[src/usc_pkg.sv]
// Package for the URI component splitter.
// Holds the item types, character constants, escape states and the hex digit decode.
// No dependencies.
package usc_pkg;

	localparam int MAX_COMPONENTS_DEF = 64;
	localparam int QUEUE_DEPTH = 2;
	localparam int QUEUE_AW = 1;

	localparam logic [7:0] CH_PERCENT = 8'h25;
	localparam logic [7:0] CH_SLASH = 8'h2f;
	localparam logic [7:0] CH_NUL = 8'h00;

	typedef enum logic [1:0] {
		PEND_NONE,
		PEND_PCT,
		PEND_HELD
	} pend_t;

	typedef struct packed {
		logic [7:0] ch;
		logic has_char;
		logic end_of_uri;
	} in_t;

	typedef struct packed {
		logic [7:0] out_byte;
		logic byte_valid;
		logic [5:0] comp_index;
		logic comp_end;
		logic name_end;
		logic [5:0] comp_count;
		logic run_last;
	} out_t;

	typedef struct packed {
		logic two;
		out_t r0;
		out_t r1;
	} bundle_t;

	function automatic logic [3:0] hex_value(input logic [7:0] c);
		logic [3:0] v;
		v = 4'd0;
		if (c >= 8'h30 && c <= 8'h39) begin
			v = c[3:0];
		end else if ((c >= 8'h61 && c <= 8'h66) || (c >= 8'h41 && c <= 8'h46)) begin
			v = 4'(c[3:0] + 4'd9);
		end
		return v;
	endfunction

endpackage

[src/usc_front.sv]
// Front end of the URI component splitter: accepts characters, tracks escapes and
// components, and builds the one or two results of each item.
// Depends on usc_pkg.
module usc_front #(
	parameter int MAX_NAME_COMPONENTS = usc_pkg::MAX_COMPONENTS_DEF
) (
	input logic clk,
	input logic arst_n,
	input logic in_valid,
	input usc_pkg::in_t in_data,
	input logic q_ready,
	output logic in_ready,
	output logic push,
	output usc_pkg::bundle_t push_data
);

	localparam int CW = $clog2(MAX_NAME_COMPONENTS);
	localparam logic [CW-1:0] LIMIT = CW'(MAX_NAME_COMPONENTS - 1);

	usc_pkg::pend_t pend_q, pend_d;
	logic [7:0] held_q, held_d;
	logic start_q, start_d;
	logic open_q, open_d;
	logic [CW-1:0] cnt_q, cnt_d;

	logic fire;
	logic is_chr, fin, skip, close_req, data, do_close;
	logic [1:0] n;
	usc_pkg::out_t r0, r1, x;
	logic [5:0] idx6;

	function automatic logic [5:0] to6(input logic [CW-1:0] v);
		logic [CW+5:0] w;
		w = {6'd0, v};
		return w[5:0];
	endfunction

	function automatic usc_pkg::out_t mk(input logic [7:0] b, input logic bv, input logic ce,
			input logic [5:0] idx);
		usc_pkg::out_t o;
		o = '0;
		o.out_byte = bv ? b : 8'd0;
		o.byte_valid = bv;
		o.comp_index = idx;
		o.comp_end = ce;
		return o;
	endfunction

	assign in_ready = q_ready;
	assign fire = in_valid && in_ready;

	always_comb begin
		pend_d = pend_q;
		held_d = held_q;
		start_d = start_q;
		open_d = open_q;
		cnt_d = cnt_q;
		n = 2'd0;
		r0 = '0;
		r1 = '0;
		x = '0;
		idx6 = to6(cnt_q);
		is_chr = in_data.has_char && (in_data.ch != usc_pkg::CH_NUL);
		fin = in_data.end_of_uri || (in_data.has_char && (in_data.ch == usc_pkg::CH_NUL));
		skip = 1'b0;
		close_req = 1'b0;
		data = 1'b0;

		if (is_chr) begin
			skip = start_q && (in_data.ch == usc_pkg::CH_SLASH);
			start_d = 1'b0;
			if (!skip && (open_q || (cnt_q < LIMIT))) begin
				open_d = 1'b1;
				if (in_data.ch == usc_pkg::CH_SLASH) begin
					close_req = 1'b1;
				end else begin
					data = 1'b1;
				end
			end
		end

		if (data) begin
			unique case (pend_q)
				usc_pkg::PEND_NONE: begin
					if (in_data.ch == usc_pkg::CH_PERCENT) begin
						pend_d = usc_pkg::PEND_PCT;
					end else begin
						r0 = mk(in_data.ch, 1'b1, 1'b0, idx6);
						n = 2'd1;
					end
				end
				usc_pkg::PEND_PCT: begin
					held_d = in_data.ch;
					pend_d = usc_pkg::PEND_HELD;
				end
				default: begin
					r0 = mk({usc_pkg::hex_value(held_q), usc_pkg::hex_value(in_data.ch)},
						1'b1, 1'b0, idx6);
					n = 2'd1;
					pend_d = usc_pkg::PEND_NONE;
				end
			endcase
		end

		do_close = close_req || (fin && open_d);
		if (do_close) begin
			if (pend_d != usc_pkg::PEND_NONE) begin
				x = mk(usc_pkg::CH_PERCENT, 1'b1, 1'b0, idx6);
				if (n == 2'd0) begin
					r0 = x;
				end else begin
					r1 = x;
				end
				n = n + 2'd1;
			end
			if (pend_d == usc_pkg::PEND_HELD) begin
				x = mk(held_d, 1'b1, 1'b0, idx6);
				if (n == 2'd0) begin
					r0 = x;
				end else begin
					r1 = x;
				end
				n = n + 2'd1;
			end
			if (n == 2'd2) begin
				r1.comp_end = 1'b1;
			end else if (n == 2'd1) begin
				r0.comp_end = 1'b1;
			end else begin
				r0 = mk(8'd0, 1'b0, 1'b1, idx6);
				n = 2'd1;
			end
			cnt_d = cnt_q + CW'(1);
			open_d = 1'b0;
			pend_d = usc_pkg::PEND_NONE;
		end

		if (fin) begin
			if (n == 2'd0) begin
				r0 = mk(8'd0, 1'b0, 1'b0, 6'd0);
				n = 2'd1;
			end
			if (n == 2'd2) begin
				r1.name_end = 1'b1;
				r1.comp_count = to6(cnt_d);
			end else begin
				r0.name_end = 1'b1;
				r0.comp_count = to6(cnt_d);
			end
			pend_d = usc_pkg::PEND_NONE;
			held_d = 8'd0;
			start_d = 1'b1;
			open_d = 1'b0;
			cnt_d = '0;
		end

		r0.run_last = (n == 2'd1);
		r1.run_last = 1'b1;
	end

	assign push = fire && (n != 2'd0);
	assign push_data = '{two: (n == 2'd2), r0: r0, r1: r1};

	always_ff @(posedge clk or negedge arst_n) begin
		if (!arst_n) begin
			pend_q <= usc_pkg::PEND_NONE;
			held_q <= 8'd0;
			start_q <= 1'b1;
			open_q <= 1'b0;
			cnt_q <= '0;
		end else if (fire) begin
			pend_q <= pend_d;
			held_q <= held_d;
			start_q <= start_d;
			open_q <= open_d;
			cnt_q <= cnt_d;
		end
	end

endmodule

[src/usc_queue.sv]
// Short queue of result bundles between the front and back ends of the splitter.
// Depends on usc_pkg.
module usc_queue (
	input logic clk,
	input logic arst_n,
	input logic push,
	input usc_pkg::bundle_t push_data,
	output logic push_ready,
	input logic pop,
	output logic pop_valid,
	output usc_pkg::bundle_t pop_data
);

	localparam int AW = usc_pkg::QUEUE_AW;
	localparam int DEPTH = usc_pkg::QUEUE_DEPTH;

	usc_pkg::bundle_t mem_q [DEPTH];
	logic [AW-1:0] wp_q, rp_q;
	logic [AW:0] cnt_q;
	logic do_push, do_pop;

	assign push_ready = (cnt_q != (AW + 1)'(DEPTH));
	assign pop_valid = (cnt_q != '0);
	assign pop_data = mem_q[rp_q];
	assign do_push = push && push_ready;
	assign do_pop = pop && pop_valid;

	always_ff @(posedge clk) begin
		if (do_push) begin
			mem_q[wp_q] <= push_data;
		end
	end

	always_ff @(posedge clk or negedge arst_n) begin
		if (!arst_n) begin
			wp_q <= '0;
			rp_q <= '0;
			cnt_q <= '0;
		end else begin
			if (do_push) begin
				wp_q <= wp_q + AW'(1);
			end
			if (do_pop) begin
				rp_q <= rp_q + AW'(1);
			end
			if (do_push && !do_pop) begin
				cnt_q <= cnt_q + (AW + 1)'(1);
			end else if (do_pop && !do_push) begin
				cnt_q <= cnt_q - (AW + 1)'(1);
			end
		end
	end

endmodule

[src/usc_back.sv]
// Back end of the splitter: unpacks each bundle into one or two results on the
// output register. Depends on usc_pkg.
module usc_back (
	input logic clk,
	input logic arst_n,
	input logic q_valid,
	input usc_pkg::bundle_t q_data,
	output logic pop,
	output logic out_valid,
	input logic out_ready,
	output usc_pkg::out_t out_data
);

	logic valid_q;
	logic sec_q;
	usc_pkg::out_t out_q;
	usc_pkg::out_t r1_q;
	logic adv;

	assign adv = !valid_q || out_ready;
	assign pop = adv && !sec_q && q_valid;
	assign out_valid = valid_q;
	assign out_data = out_q;

	always_ff @(posedge clk) begin
		if (adv) begin
			if (sec_q) begin
				out_q <= r1_q;
			end else if (q_valid) begin
				out_q <= q_data.r0;
				r1_q <= q_data.r1;
			end
		end
	end

	always_ff @(posedge clk or negedge arst_n) begin
		if (!arst_n) begin
			valid_q <= 1'b0;
			sec_q <= 1'b0;
		end else if (adv) begin
			if (sec_q) begin
				valid_q <= 1'b1;
				sec_q <= 1'b0;
			end else if (q_valid) begin
				valid_q <= 1'b1;
				sec_q <= q_data.two;
			end else begin
				valid_q <= 1'b0;
			end
		end
	end

endmodule

[src/uri_component_splitter.sv]
// Top level of the URI component splitter: front end, bundle queue and back end.
// Depends on usc_pkg, usc_front, usc_queue and usc_back.
//
// Channel   Dir  Handshake             Payload
// in        in   in_valid / in_ready   in_data   (usc_pkg::in_t)
// out       out  out_valid / out_ready out_data  (usc_pkg::out_t)
//
// One character item is accepted per cycle while the queue has room.
// An item's first result is registered in the back end's output register when the back end advances;
// an item with two results holds back the next bundle until its second result is loaded into that register.
// Reset returns the parser to the start of a URI and empties the queue.
// Input and output stall independently; the queue absorbs two bundles.
module uri_component_splitter #(
	parameter int MAX_NAME_COMPONENTS = usc_pkg::MAX_COMPONENTS_DEF
) (
	input logic clk,
	input logic arst_n,
	input logic in_valid,
	output logic in_ready,
	input usc_pkg::in_t in_data,
	output logic out_valid,
	input logic out_ready,
	output usc_pkg::out_t out_data
);

	logic push, push_ready, pop, pop_valid;
	usc_pkg::bundle_t push_data, pop_data;

	usc_front #(
		.MAX_NAME_COMPONENTS(MAX_NAME_COMPONENTS)
	) u_front (
		.clk(clk),
		.arst_n(arst_n),
		.in_valid(in_valid),
		.in_data(in_data),
		.q_ready(push_ready),
		.in_ready(in_ready),
		.push(push),
		.push_data(push_data)
	);

	usc_queue u_queue (
		.clk(clk),
		.arst_n(arst_n),
		.push(push),
		.push_data(push_data),
		.push_ready(push_ready),
		.pop(pop),
		.pop_valid(pop_valid),
		.pop_data(pop_data)
	);

	usc_back u_back (
		.clk(clk),
		.arst_n(arst_n),
		.q_valid(pop_valid),
		.q_data(pop_data),
		.pop(pop),
		.out_valid(out_valid),
		.out_ready(out_ready),
		.out_data(out_data)
	);

	a_name_end_last: assert property (@(posedge clk) disable iff (!arst_n)
		out_valid && out_data.name_end |-> out_data.run_last)
		else $error("name end result is not the last result of its item");

	a_count_only_at_end: assert property (@(posedge clk) disable iff (!arst_n)
		out_valid && !out_data.name_end |-> out_data.comp_count == 6'd0)
		else $error("component count shown before name end");

	a_empty_byte_zero: assert property (@(posedge clk) disable iff (!arst_n)
		out_valid && !out_data.byte_valid |-> out_data.out_byte == 8'd0)
		else $error("byte field not zero on a result without a byte");

	a_result_not_empty: assert property (@(posedge clk) disable iff (!arst_n)
		out_valid |-> out_data.byte_valid || out_data.comp_end || out_data.name_end)
		else $error("result carries no byte and no marker");

endmodule
[config.mk]
export PLATFORM = sky130hd
export DESIGN_NAME = uri_component_splitter
export DESIGN_NICKNAME = d
export VERILOG_FILES = /design/src/usc_pkg.sv /design/src/usc_front.sv /design/src/usc_queue.sv /design/src/usc_back.sv /design/src/uri_component_splitter.sv
export SDC_FILE = /design/constraint.sdc
export NUM_CORES = 1
export LEC_CHECK = 0
export BUFFER_PORTS_ARGS = -buffer_cell sky130_fd_sc_hd__buf_2
export CORE_MARGIN = 5
export CORE_UTILIZATION = 60
export DETAILED_ROUTE_END_ITERATION = 7
export GPL_TIMING_DRIVEN = 0
export PLACE_DENSITY = 0.86
export RECOVER_POWER = 50
export SYNTH_ARGS = -nofsm -noshare
export SYNTH_HDL_FRONTEND = slang
export SYNTH_SLANG_ARGS = --single-unit
[constraint.sdc]
create_clock -name clk -period 6.92 [get_ports clk]
set_clock_uncertainty 0.15 [all_clocks]
set_input_delay 0.346 -clock clk [delete_from_list [all_inputs] [get_ports clk]]
set_output_delay 0.346 -clock clk [all_outputs]
set_load 0.01 [all_outputs]
Yosys cells after proc, flatten, opt, wreduce, memory -nomap -nowiden
Memories as Yosys holds them, arrays and structs flattened.
Index checks and enable logic that the tools add are counted.
Cells by class
  bitwise logic cells: 1
  reductions and logical operators: 45
  $add $sub $neg: 9
  muxes and demuxes: 72
  order comparisons: 13
  eq/ne operators: 10
Operators with widths (number)
  24-bit 2-to-1 mux: 17
  24-bit one-hot mux with 2 select lines: 1
  2-bit 2-to-1 mux: 17
  8-bit by 7-bit greater-or-equal comparator with 1-bit output, second input constant: 4
  8-bit by 7-bit <= comparator with 1-bit output, second input constant: 4
  8-bit 2-to-1 mux: 4
  22-bit 2-to-1 mux: 1
  7-bit 2-to-1 mux: 3
  1-bit 2-to-1 mux: 20
  1-bit logical AND: 19
  8-bit by 6-bit equality test with 1-bit output, second input constant: 2
  8-bit by 6-bit greater-or-equal comparator with 1-bit output, second input constant: 2
  8-bit by 6-bit <= comparator with 1-bit output, second input constant: 2
  4-bit 2-to-1 mux: 4
  15-bit 2-to-1 mux: 1
  6-bit 2-to-1 mux: 2
  2-bit nonzero test: 6
  4-bit adder, second input constant: 2
  2-bit equality test, second input constant: 4
  2-bit zero test: 4
  8-bit zero test: 1
  2-bit one-hot mux with 2 select lines: 2
  8-bit nonzero test: 1
  2-bit by 1-bit adder with 2-bit output, second input constant: 3
  other kinds (11): 24
Storage, ports and cells
  register bits after elaboration: 72
  input bits: 14
  output and inout port bits: 26
  word-level logic and storage cells: 175
  memory bits (writable): 96
  memories: 1
Memory list
  u_queue.mem_q: depth 2, width 48, read ports 1, clocked after memory_dff 0, write ports 1, RTL line usc_queue.sv:17  | usc_pkg::bundle_t mem_q [DEPTH];

Depth between registers and ports, before layout
  depth after elaboration: 28
  mapped depth: 11
  mapped depth without buffers: 11

Modules after synthesis
From an unflattened synthesis, not the netlist that was laid out.
Unflattened totals
  cells, all modules: 534
  area, all modules: 8060.2 um2
By module, submodules not included
  usc_queue: times used 1, cells an instance 171, area each 3983.8 um2, seq. area each 3042.9 um2
  usc_front: times used 1, cells an instance 276, area each 2143.3 um2, seq. area each 451.7 um2
  usc_back: times used 1, cells an instance 87, area each 1933.1 um2, seq. area each 1491.4 um2

Worst setup path before layout
OpenSTA, ideal clock, no wires.
  path kind: register to register
  start: reg u_front.cnt_q[0]
  end: mem u_queue.mem_q[1][0] (netlist name) (enable)
  library setup time: 0.523 ns
  setup slack: 1.280 ns
  required time: 6.247 ns
  stages on the path, launching flop included: 8
  clock period less this slack: 5.640 ns
  path buffers: 1
  arrival time: 4.967 ns
  path through: dfrtp_1 > ha_1 > nand2_1 > or4b_1 > buf_2 > nand2_1 > o21a_1 > nor3b_1
On the way
  word-level cells in the longest chain between the ends: 25
  elaborated cells between the ends (all ways): 35
  classes of those cells: add/sub (2); order compare (1); eq/ne (3); mux (20); reduce/logical (9)
RTL lines
  from (decl): RTL line usc_front.sv:24  | logic [CW-1:0] cnt_q, cnt_d;
  from (signal assigned): RTL line usc_front.sv:176  | cnt_q <= cnt_d;
  6-bit less-than comparator (*): RTL line usc_front.sv:72  | if (!skip && (open_q || (cnt_q < LIMIT))) begin
  1-bit logical OR (*): RTL line usc_front.sv:72
  1-bit logical AND (*): RTL line usc_front.sv:72
  1-bit 2-to-1 mux: RTL line usc_front.sv:72
  1-bit 2-to-1 mux: RTL line usc_front.sv:69  | if (is_chr) begin
  2-bit 2-to-1 mux: RTL line usc_front.sv:82  | if (data) begin
  2-bit by 1-bit adder with 2-bit output or 2-bit nonzero test (tied branches): RTL line usc_front.sv:114, usc_front.sv:107
  2-bit 2-to-1 mux: RTL line usc_front.sv:107  | if (pend_d != usc_pkg::PEND_NONE) begin
  (+9 left out)
  2-bit 2-to-1 mux: RTL line usc_front.sv:139  | if (n == 2'd0) begin
  2-bit 2-to-1 mux: RTL line usc_front.sv:138  | if (fin) begin
  2-bit 2-to-1 mux (*): RTL line usc_front.sv:138
  2-bit nonzero test (*): RTL line usc_front.sv:161  | assign push = fire && (n != 2'd0);
  1-bit logical AND (*): RTL line usc_front.sv:161
  1-bit logical AND (*): RTL line usc_queue.sv:25  | assign do_push = push && push_ready;
  1-bit 2-to-1 mux (*): RTL line usc_queue.sv:29  | if (do_push) begin
  1-bit 2-to-1 mux (implied by the code) (*): RTL line usc_queue.sv:30  | mem_q[wp_q] <= push_data;
  to (decl): RTL line usc_queue.sv:17
Mark *: on every way between the ends. The rest lies on a longest branch, timed or not. The select of a mux whose other input is x is not followed.

==> results.py <==
metrics = {
    "detailed_routing": {
        "drcViolationCount": 0,
        "antenna_left": 0,
        "drtIter0Drc": 599,
        "viasPerCell": 6.211,
        "routed-via-count": 5012,
        "drtPass1Iterations": 6,
        "drt-total-wl_mm": 16.88,
        "wl_per_cell_um": 20.91,
    },
    "worst_setup_path": {
        "path_max_fanout": 10,
        "end_kind": "flop",
        "cp_data_required_time_ns": 6.99,
        "worstSetupStartpointType": "flop",
        "path_class": "flop to flop",
        "slowest_stage": "nor4b_1",
        "worstPathArrival_ns": 3.64,
        "reg2reg_depth": 7,
        "critPathTopFamily": "compound AO/OA/AOI/OAI gates",
        "cp_num_buf_inv": 1,
        "path_cells": "ha_1 > nand2_1 > nor4b_1 > o31ai_1 > o221a_1 > buf_6 > a211oi_1",
        "path_depth": 7,
        "max_stage_delay_ns": 0.82,
    },
    "pwr": {
        "pwr_density_cell_nw_per_um2": 385.6,
        "power_mw": 3.315,
        "p_leak_nw": 3.101,
        "ir_worst_vdd_mv": 0.2785,
    },
    "clock_network": {
        "cts-resized-gates": 0,
        "cts-root-buf": "clkbuf_16",
        "cts_made_buffers": 17,
        "clock_latency_ns": 0.43,
        "h-tree-depth": 4,
        "cts.path.max_buffers": 2,
        "cts.sinks": 167,
        "cts_tree": "yes",
        "clk_pin_slew_worst_paths_ns": 0.07,
    },
    "synthesis": {
        "seq_area_frac_synth_pct": 64.96,
        "postSynthAreaPerCell_um2": 13.48,
        "synth_flop_cell": "edfxtp_1",
        "syn_area_um2": 7537,
        "synth_top_cell_area_share_pct": 56.97,
        "synth_cell_types": 67,
        "synthArstFlopShare_pct": 14.37,
        "synthTopCellsByArea": "edfxtp_1 (57%), dfrtp_1 (7.6%), mux2i_1 (4.2%)",
        "syn_nets": 584,
        "synth_edf_count": 143,
        "synth_cells": 559,
        "synth.yosys.warnings": 0,
        "post-synth-top-area-cell": "edfxtp_1",
        "synth-seq-cells": 167,
    },
    "grt": {
        "gr-total-overflow": 0,
        "grt_pass1_wl_mm": 26.37,
        "grt.total_usage_pct": 23.78,
        "grt_max_degree": 30,
        "grt_pass1_vias": 4957,
        "antenna_found_initial": 0,
    },
    "finish": {
        "final_cell_mix": "edfxtp_1 (143), clkbuf_1 (50), nand2_1 (49), o21ai_0 (37), mux2i_1 (32)",
        "utilization_pct": 68.98,
        "layout_commonest_cell": "edfxtp_1",
        "nets": 647,
        "drive_above_1_share_pct": 14.33,
        "num_antenna_cells": 0,
        "areaGrowthSynthToFinish_pct": 14.08,
        "fin_cells": 807,
    },
    "timing": {
        "whs_ns": 0.1012,
        "fin_crit_ns": 3.574,
        "hold_viol": 0,
        "fin_crit_sh_pct": 51.65,
        "maxSlewViolCount": 0,
        "rsz0062_at_grt": "no",
        "clock.fmax_ghz": 0.2798,
        "setup_viol": 0,
        "worst_pin_slew_ns": 1.409,
        "slew_headroom_pct": 6.048,
    },
    "placement": {
        "io_buffers": 36,
        "dp_hpwl_mm": 11.20,
        "placed_cells": 774,
        "gp_congestion": 0.8847,
    },
    "hold_path": {
        "holdPathStages": 2,
        "hp-class": "primary input to flop",
    },
    "floorplanning": {
        "dieWidth_um": 122.1,
        "die_height_um": 122.1,
        "ios": 40,
        "start_util_pct": 60.46,
        "row_count": 41,
        "core_um2": 12470,
        "die_area_um2": 14900,
    },
    "flow_run": {
        "max-cap-violations": 0,
    },
    "status": {
        "status": "completed",
    },
}
-- routing by layer --
metal	vias to the layer above	global-route usage, %	wire [um]
li1	2244	-	-
met1	2412	32.01	6795
met2	308	37.50	8108
met3	48	5.478	1431
met4	0	10.22	541
met5	-	0	0
-- cell usage after synthesis, types with 11 or more instances --
cell type,number
ha_1,11
inv_1,16
nand2_1,49
mux2i_1,32
mux2_2,25
and2_1,11
clkbuf_1,14
edfxtp_1,143
o21ai_0,37
dfrtp_1,23
nor2_1,31
-- flip-flops by register name (all words and copies together) (netlist names) --
signal and count:
u_queue.cnt_q 2, u_back.out_valid 1, u_back.r1_q 23, u_front.pend_q 2
u_back.out_data 24, u_front.held_q 8, u_queue.wp_q 1, u_queue.mem_q 96
u_queue.rp_q 1, u_front.start_q 1, u_front.open_q 1, u_back.sec_q 1
u_front.cnt_q 6
-- report_power, final --
group	switching, mW	total [mW]	internal (mW)
Sequential	0.0834	1.53	1.44
Clock	0.377	1.02	0.640
Combinational	0.513	0.773	0.261
Total	0.973	3.32	2.34
-- worst paths after layout --
path,start,end,slack (ns)
setup / recovery,u_front.cnt_q[0]$_DFFE_PN0P_,u_queue.mem_q[1][3]$_DFFE_PP_,3.35
hold / removal,in_data[0],u_front.start_q$_DFFE_PN1P_,0.10
setup reg to reg,u_front.cnt_q[0]$_DFFE_PN0P_,u_queue.mem_q[1][3]$_DFFE_PP_,3.35
hold reg to reg,u_back.r1_q[10]$_DFFE_PP_,u_back.out_data[10]$_DFFE_PP_,0.38
max in group asynchronous,arst_n,u_queue.rp_q$_DFFE_PN0P_,5.17
min in group asynchronous,arst_n,u_front.held_q[1]$_DFFE_PN0P_,0.62
-- layout make-up --
class                      count  area, um2
timing repair buffer          44      236.5
clock buffer                  20      436.7
buffer                        28      127.6
clock inverter                12      201.4
sequential                   167       4896
fill                         827       3867
multi-input combinational    348       2425
inverter                      16      60.06
tap                          172      215.2
-- through the flow --
| stage | setup TNS (ns) | setup slack [ns] | cell area, um2 |
|---|---|---|---|
| after floorplan | 0 | 1.280 | 7537 |
| after global placement | -51.62 | -1.077 | 7933 |
| after detailed placement | 0 | 3.375 | 8039 |
| after CTS | 0 | 3.535 | 8687 |
| after global routing | 0 | 3.135 | 8598 |
| final | 0 | 3.346 | 8598 |
-- timing repair --
action                                 CTS  global route
endpoints found under the hold margin   23             0
hold buffers                             1             0
setup endpoints to repair                0             0
buffers inserted                         0             0
-- worst register-to-register path: stages, from the launching register on --
cell and delay [ns]:
dfrtp_1 0.50, ha_1 0.35, nand2_1 0.11, nor4b_1 0.82, o31ai_1 0.43, o221a_1 0.52
buf_6 0.22, a211oi_1 0.27
-- kinds of logic (layout without fill, tap and decap cells) --
logic type      count (synthesis)  count (layout)  synth area share (%)
compound gates                113             113                 10.69
simple gates                  161             161                 11.34
flops                         167             167                 64.96
xor+xnor                        6               6                0.6972
mux                            57              57                 7.985
buf+inv                        44             120                 2.506
fa+ha+maj                      11              11                 1.826
(Power assumes the default switching activity.)
